## src/psb_pkg.sv

```systemverilog
package psb_pkg;

  localparam int CW = 7;
  localparam int DW = 32;

  localparam logic [2:0] F_INSERT = 3'd0;
  localparam logic [2:0] F_REMOVE = 3'd1;
  localparam logic [2:0] F_MOVE   = 3'd2;
  localparam logic [2:0] F_REV    = 3'd3;
  localparam logic [2:0] F_ROTL   = 3'd4;
  localparam logic [2:0] F_ROTR   = 3'd5;
  localparam logic [2:0] F_READ   = 3'd6;
  localparam logic [2:0] F_UNUSED = 3'd7;

  localparam logic [1:0] ST_OK    = 2'd0;
  localparam logic [1:0] ST_FULL  = 2'd1;
  localparam logic [1:0] ST_RANGE = 2'd2;

  typedef enum logic [1:0] {
    SEL_HOLD  = 2'd0,
    SEL_LEFT  = 2'd1,
    SEL_RIGHT = 2'd2,
    SEL_BCAST = 2'd3
  } sel_t;

  typedef struct packed {
    logic          start;
    logic [30:0]   dividend;
    logic [CW-1:0] divisor;
  } mod_ctl_t;

  typedef struct packed {
    logic          done;
    logic [CW-1:0] rem;
  } mod_sts_t;

endpackage

```

## src/psb_cell.sv

```systemverilog
module psb_cell (
  input  logic                     clk,
  input  psb_pkg::sel_t            sel,
  input  logic [psb_pkg::DW-1:0]   left,
  input  logic [psb_pkg::DW-1:0]   right,
  input  logic [psb_pkg::DW-1:0]   bcast,
  output logic [psb_pkg::DW-1:0]   q
);

  logic [psb_pkg::DW-1:0] elem_r;
  logic [psb_pkg::DW-1:0] elem_nxt;

  always_comb begin
    unique case (sel)
      psb_pkg::SEL_HOLD:  elem_nxt = elem_r;
      psb_pkg::SEL_LEFT:  elem_nxt = left;
      psb_pkg::SEL_RIGHT: elem_nxt = right;
      psb_pkg::SEL_BCAST: elem_nxt = bcast;
      default:            elem_nxt = elem_r;
    endcase
  end

  always_ff @(posedge clk) begin
    elem_r <= elem_nxt;
  end

  assign q = elem_r;

endmodule

```

## src/psb_mod.sv

```systemverilog
module psb_mod (
  input  logic              clk,
  input  logic              rst_n,
  input  psb_pkg::mod_ctl_t ctl,
  output psb_pkg::mod_sts_t sts
);

  logic [30:0]            d_r, d_nxt;
  logic [psb_pkg::CW-1:0] rem_r, rem_nxt;
  logic [psb_pkg::CW-1:0] div_r, div_nxt;
  logic [4:0]             bit_r, bit_nxt;
  logic                   busy_r, busy_nxt;
  logic                   done_r, done_nxt;
  logic [psb_pkg::CW:0]   trial;

  always_comb begin
    d_nxt    = d_r;
    rem_nxt  = rem_r;
    div_nxt  = div_r;
    bit_nxt  = bit_r;
    busy_nxt = busy_r;
    done_nxt = 1'b0;
    trial    = {rem_r, d_r[30]};
    if (ctl.start) begin
      d_nxt    = ctl.dividend;
      rem_nxt  = '0;
      div_nxt  = ctl.divisor;
      bit_nxt  = 5'd30;
      busy_nxt = 1'b1;
    end else if (busy_r) begin
      d_nxt = {d_r[29:0], 1'b0};
      if (trial >= {1'b0, div_r}) begin
        rem_nxt = psb_pkg::CW'(trial - {1'b0, div_r});
      end else begin
        rem_nxt = trial[psb_pkg::CW-1:0];
      end
      bit_nxt = bit_r - 5'd1;
      if (bit_r == 5'd0) begin
        busy_nxt = 1'b0;
        done_nxt = 1'b1;
      end
    end
  end

  always_ff @(posedge clk) begin
    if (!rst_n) begin
      busy_r <= 1'b0;
      done_r <= 1'b0;
    end else begin
      busy_r <= busy_nxt;
      done_r <= done_nxt;
    end
    d_r   <= d_nxt;
    rem_r <= rem_nxt;
    div_r <= div_nxt;
    bit_r <= bit_nxt;
  end

  assign sts.done = done_r;
  assign sts.rem  = rem_r;

endmodule

```

## src/positional_sequence_buffer.sv

```systemverilog
// Ordered list of up to CAPACITY signed 32-bit words held in a chain of cells, one entry per
// cell. After a word is taken, insert and remove change the list in the execute state, move
// adds a second state, reverse steps through the list, and rotate starts the modulo unit,
// waits for its remainder and shifts the chain one position per step. The done state loads the
// status word into the output register once it is free. Read all puts out one word per cycle
// from the head cell, while the output is not stalled, as the chain rotates back into place.
// A new input word is taken only when the previous operation has finished.
module positional_sequence_buffer #(
  parameter int CAPACITY = 32
) (
  input  logic        clk,
  input  logic        rst_n,
  input  logic        in_tvalid,
  output logic        in_tready,
  // value[31:0], position[47:32], second_position[63:48], shift_amount[94:64], zero pad.
  input  logic [95:0] in_tdata,
  // func[2:0].
  input  logic [2:0]  in_tuser,
  output logic        out_tvalid,
  input  logic        out_tready,
  // status[1:0], element[33:2], entry_count[40:34], zero pad.
  output logic [47:0] out_tdata,
  // element_valid.
  output logic        out_tuser,
  output logic        out_tlast
);

  localparam int CW = psb_pkg::CW;
  localparam int DW = psb_pkg::DW;
  localparam logic [CW-1:0] CAP = CW'(CAPACITY);

  typedef enum logic [7:0] {
    S_IDLE  = 8'b0000_0001,
    S_EXEC  = 8'b0000_0010,
    S_MOVE2 = 8'b0000_0100,
    S_REV   = 8'b0000_1000,
    S_DIV   = 8'b0001_0000,
    S_ROT   = 8'b0010_0000,
    S_READ  = 8'b0100_0000,
    S_DONE  = 8'b1000_0000
  } state_t;

  state_t state_r, state_nxt;
  logic [2:0]    func_r, func_nxt;
  logic [DW-1:0] val_r, val_nxt;
  logic [15:0]   pos_r, pos_nxt;
  logic [15:0]   pos2_r, pos2_nxt;
  logic [30:0]   shift_r, shift_nxt;
  logic [CW-1:0] cnt_r, cnt_nxt;
  logic [CW-1:0] k_r, k_nxt;
  logic [CW-1:0] s_r, s_nxt;
  logic [DW-1:0] moved_r, moved_nxt;
  logic [1:0]    st_r, st_nxt;

  logic          ov_r, ov_nxt;
  logic [1:0]    ost_r, ost_nxt;
  logic [DW-1:0] oel_r, oel_nxt;
  logic          ova_r, ova_nxt;
  logic [CW-1:0] ocnt_r, ocnt_nxt;
  logic          olast_r, olast_nxt;

  logic [DW-1:0] e [CAPACITY];
  psb_pkg::sel_t sel [CAPACITY];
  logic [DW-1:0] bcast;
  logic          ofree;
  logic [CW-1:0] ins_p;
  logic [CW-1:0] mv_q;
  logic [CW-1:0] cm1;
  psb_pkg::mod_ctl_t mctl;
  psb_pkg::mod_sts_t msts;

  assign ofree = !ov_r || out_tready;
  assign cm1   = cnt_r - CW'(1);
  assign ins_p = ({9'd0, cnt_r} < pos_r) ? cnt_r : pos_r[CW-1:0];
  assign mv_q  = ({9'd0, cm1} < pos2_r) ? cm1 : pos2_r[CW-1:0];

  genvar gi;
  generate
    for (gi = 0; gi < CAPACITY; gi++) begin : g_cell
      logic [DW-1:0] lft, rgt;
      if (gi == 0) begin : g_l0
        assign lft = '0;
      end else begin : g_ln
        assign lft = e[gi-1];
      end
      if (gi == CAPACITY - 1) begin : g_rl
        assign rgt = '0;
      end else begin : g_rn
        assign rgt = e[gi+1];
      end
      psb_cell u_cell (
        .clk  (clk),
        .sel  (sel[gi]),
        .left (lft),
        .right(rgt),
        .bcast(bcast),
        .q    (e[gi])
      );
    end
  endgenerate

  psb_mod u_mod (
    .clk  (clk),
    .rst_n(rst_n),
    .ctl  (mctl),
    .sts  (msts)
  );

  always_comb begin
    state_nxt = state_r;
    func_nxt  = func_r;
    val_nxt   = val_r;
    pos_nxt   = pos_r;
    pos2_nxt  = pos2_r;
    shift_nxt = shift_r;
    cnt_nxt   = cnt_r;
    k_nxt     = k_r;
    s_nxt     = s_r;
    moved_nxt = moved_r;
    st_nxt    = st_r;
    ov_nxt    = ov_r && !out_tready;
    ost_nxt   = ost_r;
    oel_nxt   = oel_r;
    ova_nxt   = ova_r;
    ocnt_nxt  = ocnt_r;
    olast_nxt = olast_r;
    bcast     = val_r;
    mctl.start    = 1'b0;
    mctl.dividend = shift_r;
    mctl.divisor  = cnt_r;
    for (int i = 0; i < CAPACITY; i++) begin
      sel[i] = psb_pkg::SEL_HOLD;
    end
    in_tready = (state_r == S_IDLE);

    unique case (state_r)
      S_IDLE: begin
        if (in_tvalid) begin
          func_nxt  = in_tuser;
          val_nxt   = in_tdata[31:0];
          pos_nxt   = in_tdata[47:32];
          pos2_nxt  = in_tdata[63:48];
          shift_nxt = in_tdata[94:64];
          state_nxt = S_EXEC;
        end
      end
      S_EXEC: begin
        st_nxt    = psb_pkg::ST_OK;
        state_nxt = S_DONE;
        unique case (func_r)
          psb_pkg::F_INSERT: begin
            if (cnt_r >= CAP) begin
              st_nxt = psb_pkg::ST_FULL;
            end else begin
              bcast = val_r;
              for (int i = 0; i < CAPACITY; i++) begin
                if (CW'(i) == ins_p) sel[i] = psb_pkg::SEL_BCAST;
                else if (CW'(i) > ins_p && CW'(i) <= cnt_r) sel[i] = psb_pkg::SEL_LEFT;
              end
              cnt_nxt = cnt_r + CW'(1);
            end
          end
          psb_pkg::F_REMOVE, psb_pkg::F_MOVE: begin
            if (pos_r >= {9'd0, cnt_r}) begin
              st_nxt = psb_pkg::ST_RANGE;
            end else begin
              moved_nxt = e[pos_r[$clog2(CAPACITY)-1:0]];
              for (int i = 0; i < CAPACITY; i++) begin
                if ({9'd0, CW'(i)} >= pos_r && CW'(i) < cm1) sel[i] = psb_pkg::SEL_RIGHT;
              end
              if (func_r == psb_pkg::F_REMOVE) cnt_nxt = cm1;
              else state_nxt = S_MOVE2;
            end
          end
          psb_pkg::F_REV: begin
            if (cnt_r > CW'(1)) begin
              k_nxt     = '0;
              state_nxt = S_REV;
            end
          end
          psb_pkg::F_ROTL, psb_pkg::F_ROTR: begin
            if (cnt_r != '0) begin
              mctl.start = 1'b1;
              state_nxt  = S_DIV;
            end
          end
          psb_pkg::F_READ: begin
            if (cnt_r == '0) begin
              st_nxt = psb_pkg::ST_RANGE;
            end else begin
              k_nxt     = '0;
              state_nxt = S_READ;
            end
          end
          default: begin
          end
        endcase
      end
      S_MOVE2: begin
        bcast = moved_r;
        for (int i = 0; i < CAPACITY; i++) begin
          if (CW'(i) == mv_q) sel[i] = psb_pkg::SEL_BCAST;
          else if (CW'(i) > mv_q && CW'(i) <= cm1) sel[i] = psb_pkg::SEL_LEFT;
        end
        state_nxt = S_DONE;
      end
      S_REV: begin
        bcast = e[cm1[$clog2(CAPACITY)-1:0]];
        for (int i = 0; i < CAPACITY; i++) begin
          if (CW'(i) == k_r) sel[i] = psb_pkg::SEL_BCAST;
          else if (CW'(i) > k_r && CW'(i) < cnt_r) sel[i] = psb_pkg::SEL_LEFT;
        end
        k_nxt = k_r + CW'(1);
        if (k_r == cnt_r - CW'(2)) state_nxt = S_DONE;
      end
      S_DIV: begin
        if (msts.done) begin
          if (func_r == psb_pkg::F_ROTR && msts.rem != '0) s_nxt = cnt_r - msts.rem;
          else s_nxt = msts.rem;
          k_nxt     = '0;
          state_nxt = S_ROT;
        end
      end
      S_ROT: begin
        if (k_r == s_r) begin
          state_nxt = S_DONE;
        end else begin
          bcast = e[0];
          for (int i = 0; i < CAPACITY; i++) begin
            if (CW'(i) < cm1) sel[i] = psb_pkg::SEL_RIGHT;
            else if (CW'(i) == cm1) sel[i] = psb_pkg::SEL_BCAST;
          end
          k_nxt = k_r + CW'(1);
        end
      end
      S_READ: begin
        if (ofree) begin
          ov_nxt    = 1'b1;
          ost_nxt   = psb_pkg::ST_OK;
          oel_nxt   = e[0];
          ova_nxt   = 1'b1;
          ocnt_nxt  = cnt_r;
          olast_nxt = (k_r == cm1);
          bcast     = e[0];
          for (int i = 0; i < CAPACITY; i++) begin
            if (CW'(i) < cm1) sel[i] = psb_pkg::SEL_RIGHT;
            else if (CW'(i) == cm1) sel[i] = psb_pkg::SEL_BCAST;
          end
          k_nxt = k_r + CW'(1);
          if (k_r == cm1) state_nxt = S_IDLE;
        end
      end
      S_DONE: begin
        if (ofree) begin
          ov_nxt    = 1'b1;
          ost_nxt   = st_r;
          oel_nxt   = '0;
          ova_nxt   = 1'b0;
          ocnt_nxt  = cnt_r;
          olast_nxt = 1'b1;
          state_nxt = S_IDLE;
        end
      end
      default: state_nxt = S_IDLE;
    endcase
  end

  always_ff @(posedge clk) begin
    if (!rst_n) begin
      state_r <= S_IDLE;
      cnt_r   <= '0;
      ov_r    <= 1'b0;
    end else begin
      state_r <= state_nxt;
      cnt_r   <= cnt_nxt;
      ov_r    <= ov_nxt;
    end
    func_r  <= func_nxt;
    val_r   <= val_nxt;
    pos_r   <= pos_nxt;
    pos2_r  <= pos2_nxt;
    shift_r <= shift_nxt;
    k_r     <= k_nxt;
    s_r     <= s_nxt;
    moved_r <= moved_nxt;
    st_r    <= st_nxt;
    ost_r   <= ost_nxt;
    oel_r   <= oel_nxt;
    ova_r   <= ova_nxt;
    ocnt_r  <= ocnt_nxt;
    olast_r <= olast_nxt;
  end

  assign out_tvalid = ov_r;
  assign out_tdata  = {7'd0, ocnt_r, oel_r, ost_r};
  assign out_tuser  = ova_r;
  assign out_tlast  = olast_r;

`ifndef NO_ASSERTIONS
  a_cnt_cap: assert property (@(posedge clk) disable iff (!rst_n) cnt_r <= CAP)
    else $error("entry count above capacity");
  a_onehot: assert property (@(posedge clk) disable iff (!rst_n) $onehot(state_r))
    else $error("state not one-hot");
  a_ins_cnt: assert property (@(posedge clk) disable iff (!rst_n)
    (state_r == S_EXEC && func_r == psb_pkg::F_INSERT && cnt_r < CAP)
      |=> cnt_r == $past(cnt_r) + CW'(1))
    else $error("insert did not grow the list");
  a_rot_cnt: assert property (@(posedge clk) disable iff (!rst_n)
    (state_r == S_ROT || state_r == S_REV || state_r == S_READ) |=> $stable(cnt_r))
    else $error("count changed during a shuffle");
`endif

endmodule

```

## config.mk

```make
export PLATFORM = sky130hd
export DESIGN_NAME = positional_sequence_buffer
export DESIGN_NICKNAME = d
export VERILOG_FILES = /design/src/psb_pkg.sv /design/src/psb_cell.sv /design/src/psb_mod.sv /design/src/positional_sequence_buffer.sv
export SDC_FILE = /design/constraint.sdc
export NUM_CORES = 2
export LEC_CHECK = 0
export BUFFER_PORTS_ARGS = -buffer_cell sky130_fd_sc_hd__buf_2
export CAP_MARGIN = 10
export CORE_MARGIN = 2
export CORE_UTILIZATION = 37
export DETAILED_ROUTE_END_ITERATION = 8
export PLACE_DENSITY_LB_ADDON = 0.08
export SLEW_MARGIN = 0
export SYNTH_ARGS = -nofsm -noshare
export SYNTH_HDL_FRONTEND = slang
export SYNTH_HIERARCHICAL = 1
export SYNTH_SLANG_ARGS = --single-unit
export TNS_END_PERCENT = 20
```

## constraint.sdc

```tcl
create_clock -name clk -period 15.16 [get_ports clk]
set_input_delay 3.032 -clock clk [delete_from_list [all_inputs] [get_ports clk]]
set_output_delay 3.032 -clock clk [all_outputs]
set_load 0.02 [all_outputs]
```

After elaboration in Yosys (flattened, before gate mapping)
Cells that the tools add are included.

storage, ports and cells
  flip-flop bits (word level) = 1281
  input bits = 103
  word-level logic and storage cells = 1162

operators by class
  add/sub/neg operators = 7
  magnitude comparators = 264
  equal/unequal tests = 251
  muxes and demuxes = 390
  bitwise operators = 5
  reduce and logical (&&, ||, !) cells = 190

operators with widths
  cell                 count
  $pmux 32 s3          32
  $eq 5x7->1 const A   64
  $mux 2               196
  $gt 5x7->1 const A   48
  $bmux 32 s5          2
  $pmux 64 s5          1
  $ge 5x16->1 const A  16
  $mux 32              8
  $mux 64              4
  $eq 4x7->1 const A   32
  $le 5x7->1 const A   32
  $lt 5x7->1 const A   32
  $gt 4x7->1 const A   24
  $logic_and 1x1->1    130
  $eq 2x2->1 const B   64
  $ge 4x16->1 const A  8
  $pmux 32 s4          1
  $pmux 64 s2          1
  $eq 3x7->1 const A   16
  $le 4x7->1 const A   16
  $lt 4x7->1 const A   16
  $mux 1               109
  $mux 8               12
  $gt 3x7->1 const A   12
  other kinds (68)     231

Logic depth before layout (Yosys ltp)
  depth after elaboration = 11
  depth in mapped cells = 25

Cells and area by module
Netlist, hierarchy kept.

modules (own cells, without submodules)
  module                      times used  cells each  area an instance (µm²)  seq. area each (µm²)
  psb_cell                    32          140         1672.9                  960.9
  positional_sequence_buffer  1           3073        30429.2                 5995.8
  psb_mod                     1           195         2528.7                  1421.4

Worst setup path before layout
Ideal clock, no wire load.

  path type = in2reg
  from = in in_tvalid
  to = reg func_r[0] (enable)
  library setup time = 0.467 ns
  arrival = 5.296 ns
  required time = 14.693 ns
  setup slack = 9.397 ns
  cell stages on the path = 1
  buffers on the path = 0
  path through = and2_1

on the way
  longest elaborated chain between the ends = 1

RTL lines
  element                     RTL line                           RTL
  from (decl)                 positional_sequence_buffer.sv:13   input logic in_tvalid,
  $reduce_and 2->1 (no line)  n/a
  to (signal assigned)        positional_sequence_buffer.sv:278  func_r <= func_nxt;
  to (decl)                   positional_sequence_buffer.sv:44   logic [2:0] func_r, func_nxt;

Every way passes these cells.
A chain may end at the register's enable or synchronous reset.

==> results.toml <==
[placement]
port_buffers = 146
hpwl_um = 253000
gp_congestion = 0.964
place_ws_ps = 6860

[clocking]
cts_max_level = 4
cts_tree = "yes"
insertion_delay_ps = 840
numCtsBuffers = 162
clockBufferDepth = 3
cts_resized = 0
clkSinkCount = 1281
cts_hold_buf = 0
root_buffer = "clkbuf_16"
cts_setup_buffers = 0
path_clk_slew_ps = 60

[logic_synthesis]
synth.area.top_cells = "edfxtp_1 (43%), mux2i_1 (13%), mux4_2 (12%)"
synth_common_cells = "edfxtp_1 (1251), a21oi_1 (1191), nor2_1 (1174), mux2i_1 (1164), nand2_1 (456)"
synth_edf_count = 1251
synthFlopType = "edfxtp_1"
syn_area_per_cell_sq_um = 11.2
yosysMostFrequentCell = "edfxtp_1"
synth_cells = 7748
ys_types = 104
netlist_area_sq_um = 86500
yosysTopAreaCellShare_pct = 43.4
synth_warnings = 6
ys_seq_area_share_pct = 44.1
async_flop_share_pct = 0
ys_ff_latch = 1281
yosysTopAreaCell = "edfxtp_1"

[outcome]
violations = "slew limit"
status = "finished with violations"

[floorplanning]
initial_core_util_pct = 37.2
die_h_um = 487
dieArea_sq_um = 238000
die_w_um = 487
row_count = 177
ios = 155
fp.coreArea_sq_um = 233000

[timing]
slew_headroom_pct = -0.478
post-route-min-period_ps = 8480
drv_slew = 1
post-route-period-util_pct = 56.0
tightest_slew_ps = 1510
rsz0062_at_grt = "no"
clock.fmax_mhz = 118
timing.final.ws_setup_ps = 6680
fin_worst_skew_ps = 79.6
setup_tns_ps = 0
finalSetupViolations = 0
hold_violations = 0

[cells_and_area]
area_delta_synth_final_pct = 8.98
nNetsFinal = 7857
drive_gt1_share_pct = 17.1
utilization_pct = 40.5

[detailed_routing]
detail_route.wl_per_cell_um = 34.0
ant_nets = 0
drc = 0
via_count = 68400
detail_route.first_pass.iterations = 6
drt_wl_total_um = 370000
vias_per_cell = 6.29
drtIter0Drc = 8529

[critical_path]
cp_cell_sequence = "inv_1 -> buf_4 -> ha_1 -> nor3b_2 -> xnor2_2 -> buf_4 -> inv_1 -> buf_4 -> ha_1 -> nand3_1 -> a311oi_1 -> o21ai_2 -> buf_4 -> mux2i_1 -> o211ai_1 -> nor3_1 -> a221oi_1 -> o211ai_1 -> buf_4 -> or2_2"
max_stage_delay_ps = 1000
crit_arrival_ps = 8870
startpoint_type = "flop"
cpMostUsedCell = "buf_4"
cpLargestDelayFamily = "buffers and inverters"
crit_fanout = 65
crit_slowest_cell = "or2_2"
crit_type = "flop to flop"
crit_path_end_kind = "flop"
cp_data_required_time_ps = 15540
critPathBufInv = 7

[power]
ir_worst_vdd_uv = 92.8
p_leak_nw = 29.5
power_density_nw_per_um2 = 92.6
power_mw = 8.73

[global_route]
busiest_layer = "met1"
antenna_found_initial = 22
grt_max_degree = 100
grtUsageMet2_pct = 44.2
use_met1_pct = 46.5
grt_util_met3_pct = 6.10
grt_pass1_wl_um = 519000
grt_pass1_vias = 64500
grt.overflow.total = 0
track_usage_pct = 30.5

[hold_path]
min_path_type = "flop to flop"

[flow_run]
cap_violations = 0
-- layer usage --
layer  vias to the layer above  wire length (um)
met1                     35200            171000
met4                         4              8390
met3                       443             32800
met2                      3341            158000
li1                      29500                 -
met5                         -                27
-- worst register-to-register path, stage by stage (launching register included) --
cell	delay, ps
dfxtp_4	430
inv_1	80
buf_4	330
ha_1	630
nor3b_2	470
xnor2_2	150
buf_4	470
inv_1	510
buf_4	340
ha_1	300
nand3_1	90
a311oi_1	370
o21ai_2	70
buf_4	260
mux2i_1	700
o211ai_1	430
nor3_1	440
a221oi_1	150
o211ai_1	150
buf_4	630
or2_2	1060
-- report_power, final --
part	switching [mW]	leakage, nW	internal (mW)
sequential	0.0402	11.6	3.89
combinational	0.707	15.6	0.320
clock	1.65	2.42	2.12
total	2.40	29.5	6.33
-- final cells by class --
class / count / area, sq um
repair buffers: 414 / 2840
clock inverters: 71 / 698
inverters: 54 / 208
well taps: 3043 / 3810
fillers: 22500 / 138000
diodes: 5 / 12.5
clock buffers: 216 / 4330
multi-input cells: 5794 / 44200
flip-flops and latches: 1281 / 38200
-- metrics by stage --
step / hold slack, ps / cell area (sq um) / std cells
6_report: 508 / 94300 / 10900
3_3_place_gp: 486 / 89200 / 10600
4_1_cts: 509 / 94200 / 10900
3_5_place_dp: 483 / 89200 / 10600
5_1_grt: 541 / 94200 / 10900
2_1_floorplan: 434 / 86800 / 7818
-- kinds of logic (layout without fill, tap and decap cells) --
kind of cell | count (synthesis) | after routing | share of synthesized area, %
AO/OA/AOI/OAI | 1765 | 1765 | 11.8
XOR/XNOR | 48 | 48 | 0.512
adder cells (fa/ha/maj) | 47 | 47 | 0.697
buffers and inverters | 743 | 755 | 5.80
flip-flops | 1281 | 1281 | 44.1
multiplexers | 1699 | 1699 | 26.3
other | 1 | 76 | 0.00434
AND/OR/NAND/NOR | 2164 | 2164 | 10.7
-- cell usage in the layout (no fill, tap or decap), types with 16 or more instances in the layout --
master	count
mux4_2	448
nand2b_1	26
nor3_1	52
buf_4	259
a221oi_1	47
clkbuf_1	49
o21ai_0	88
nand3_1	202
clkbuf_16	164
a31oi_1	41
a211oi_1	43
nand2_1	442
nor2b_1	16
o221ai_1	35
o21ai_2	33
or2_2	40
inv_1	47
ha_1	44
nand4_1	24
clkinv_1	37
a222oi_1	32
buf_2	146
a21oi_1	1189
mux2_2	86
clkinv_2	17
edfxtp_1	1251
conb_1	71
o22ai_1	42
xnor2_1	30
nor2_1	1172
dfxtp_1	29
mux2i_1	1164
o211ai_1	45
and2_1	49
-- sequential cells by signal, summed over array words and instances, names as in the netlist, 2 cells and up --
signal	count
ocnt_r	7
u_mod/rem_r	7
shift_r	31
u_mod/bit_r	5
ost_r	2
val_r	32
st_r	2
state_r	8
u_mod/d_r	31
u_mod/div_r	7
s_r	7
func_r	3
oel_r	32
moved_r	32
cnt_r	7
pos_r	16
pos2_r	16
g_cell.u_cell/q	1024
k_r	7
-- path summary, 6_finish.rpt --
kind | from | endpoint | slack [ps] | cells after the start
worst max-delay path | cnt_r[0] | g_cell[21].u_cell/q[31] | 6680 | 20
worst min-delay path | u_mod/bit_r[4] | u_mod/bit_r[4] | 510 | 2
worst max register to register | cnt_r[0] | g_cell[21].u_cell/q[31] | 6680 | 20
worst min register to register | u_mod/bit_r[4] | u_mod/bit_r[4] | 510 | 2
Power figures use the tool's default switching activity.
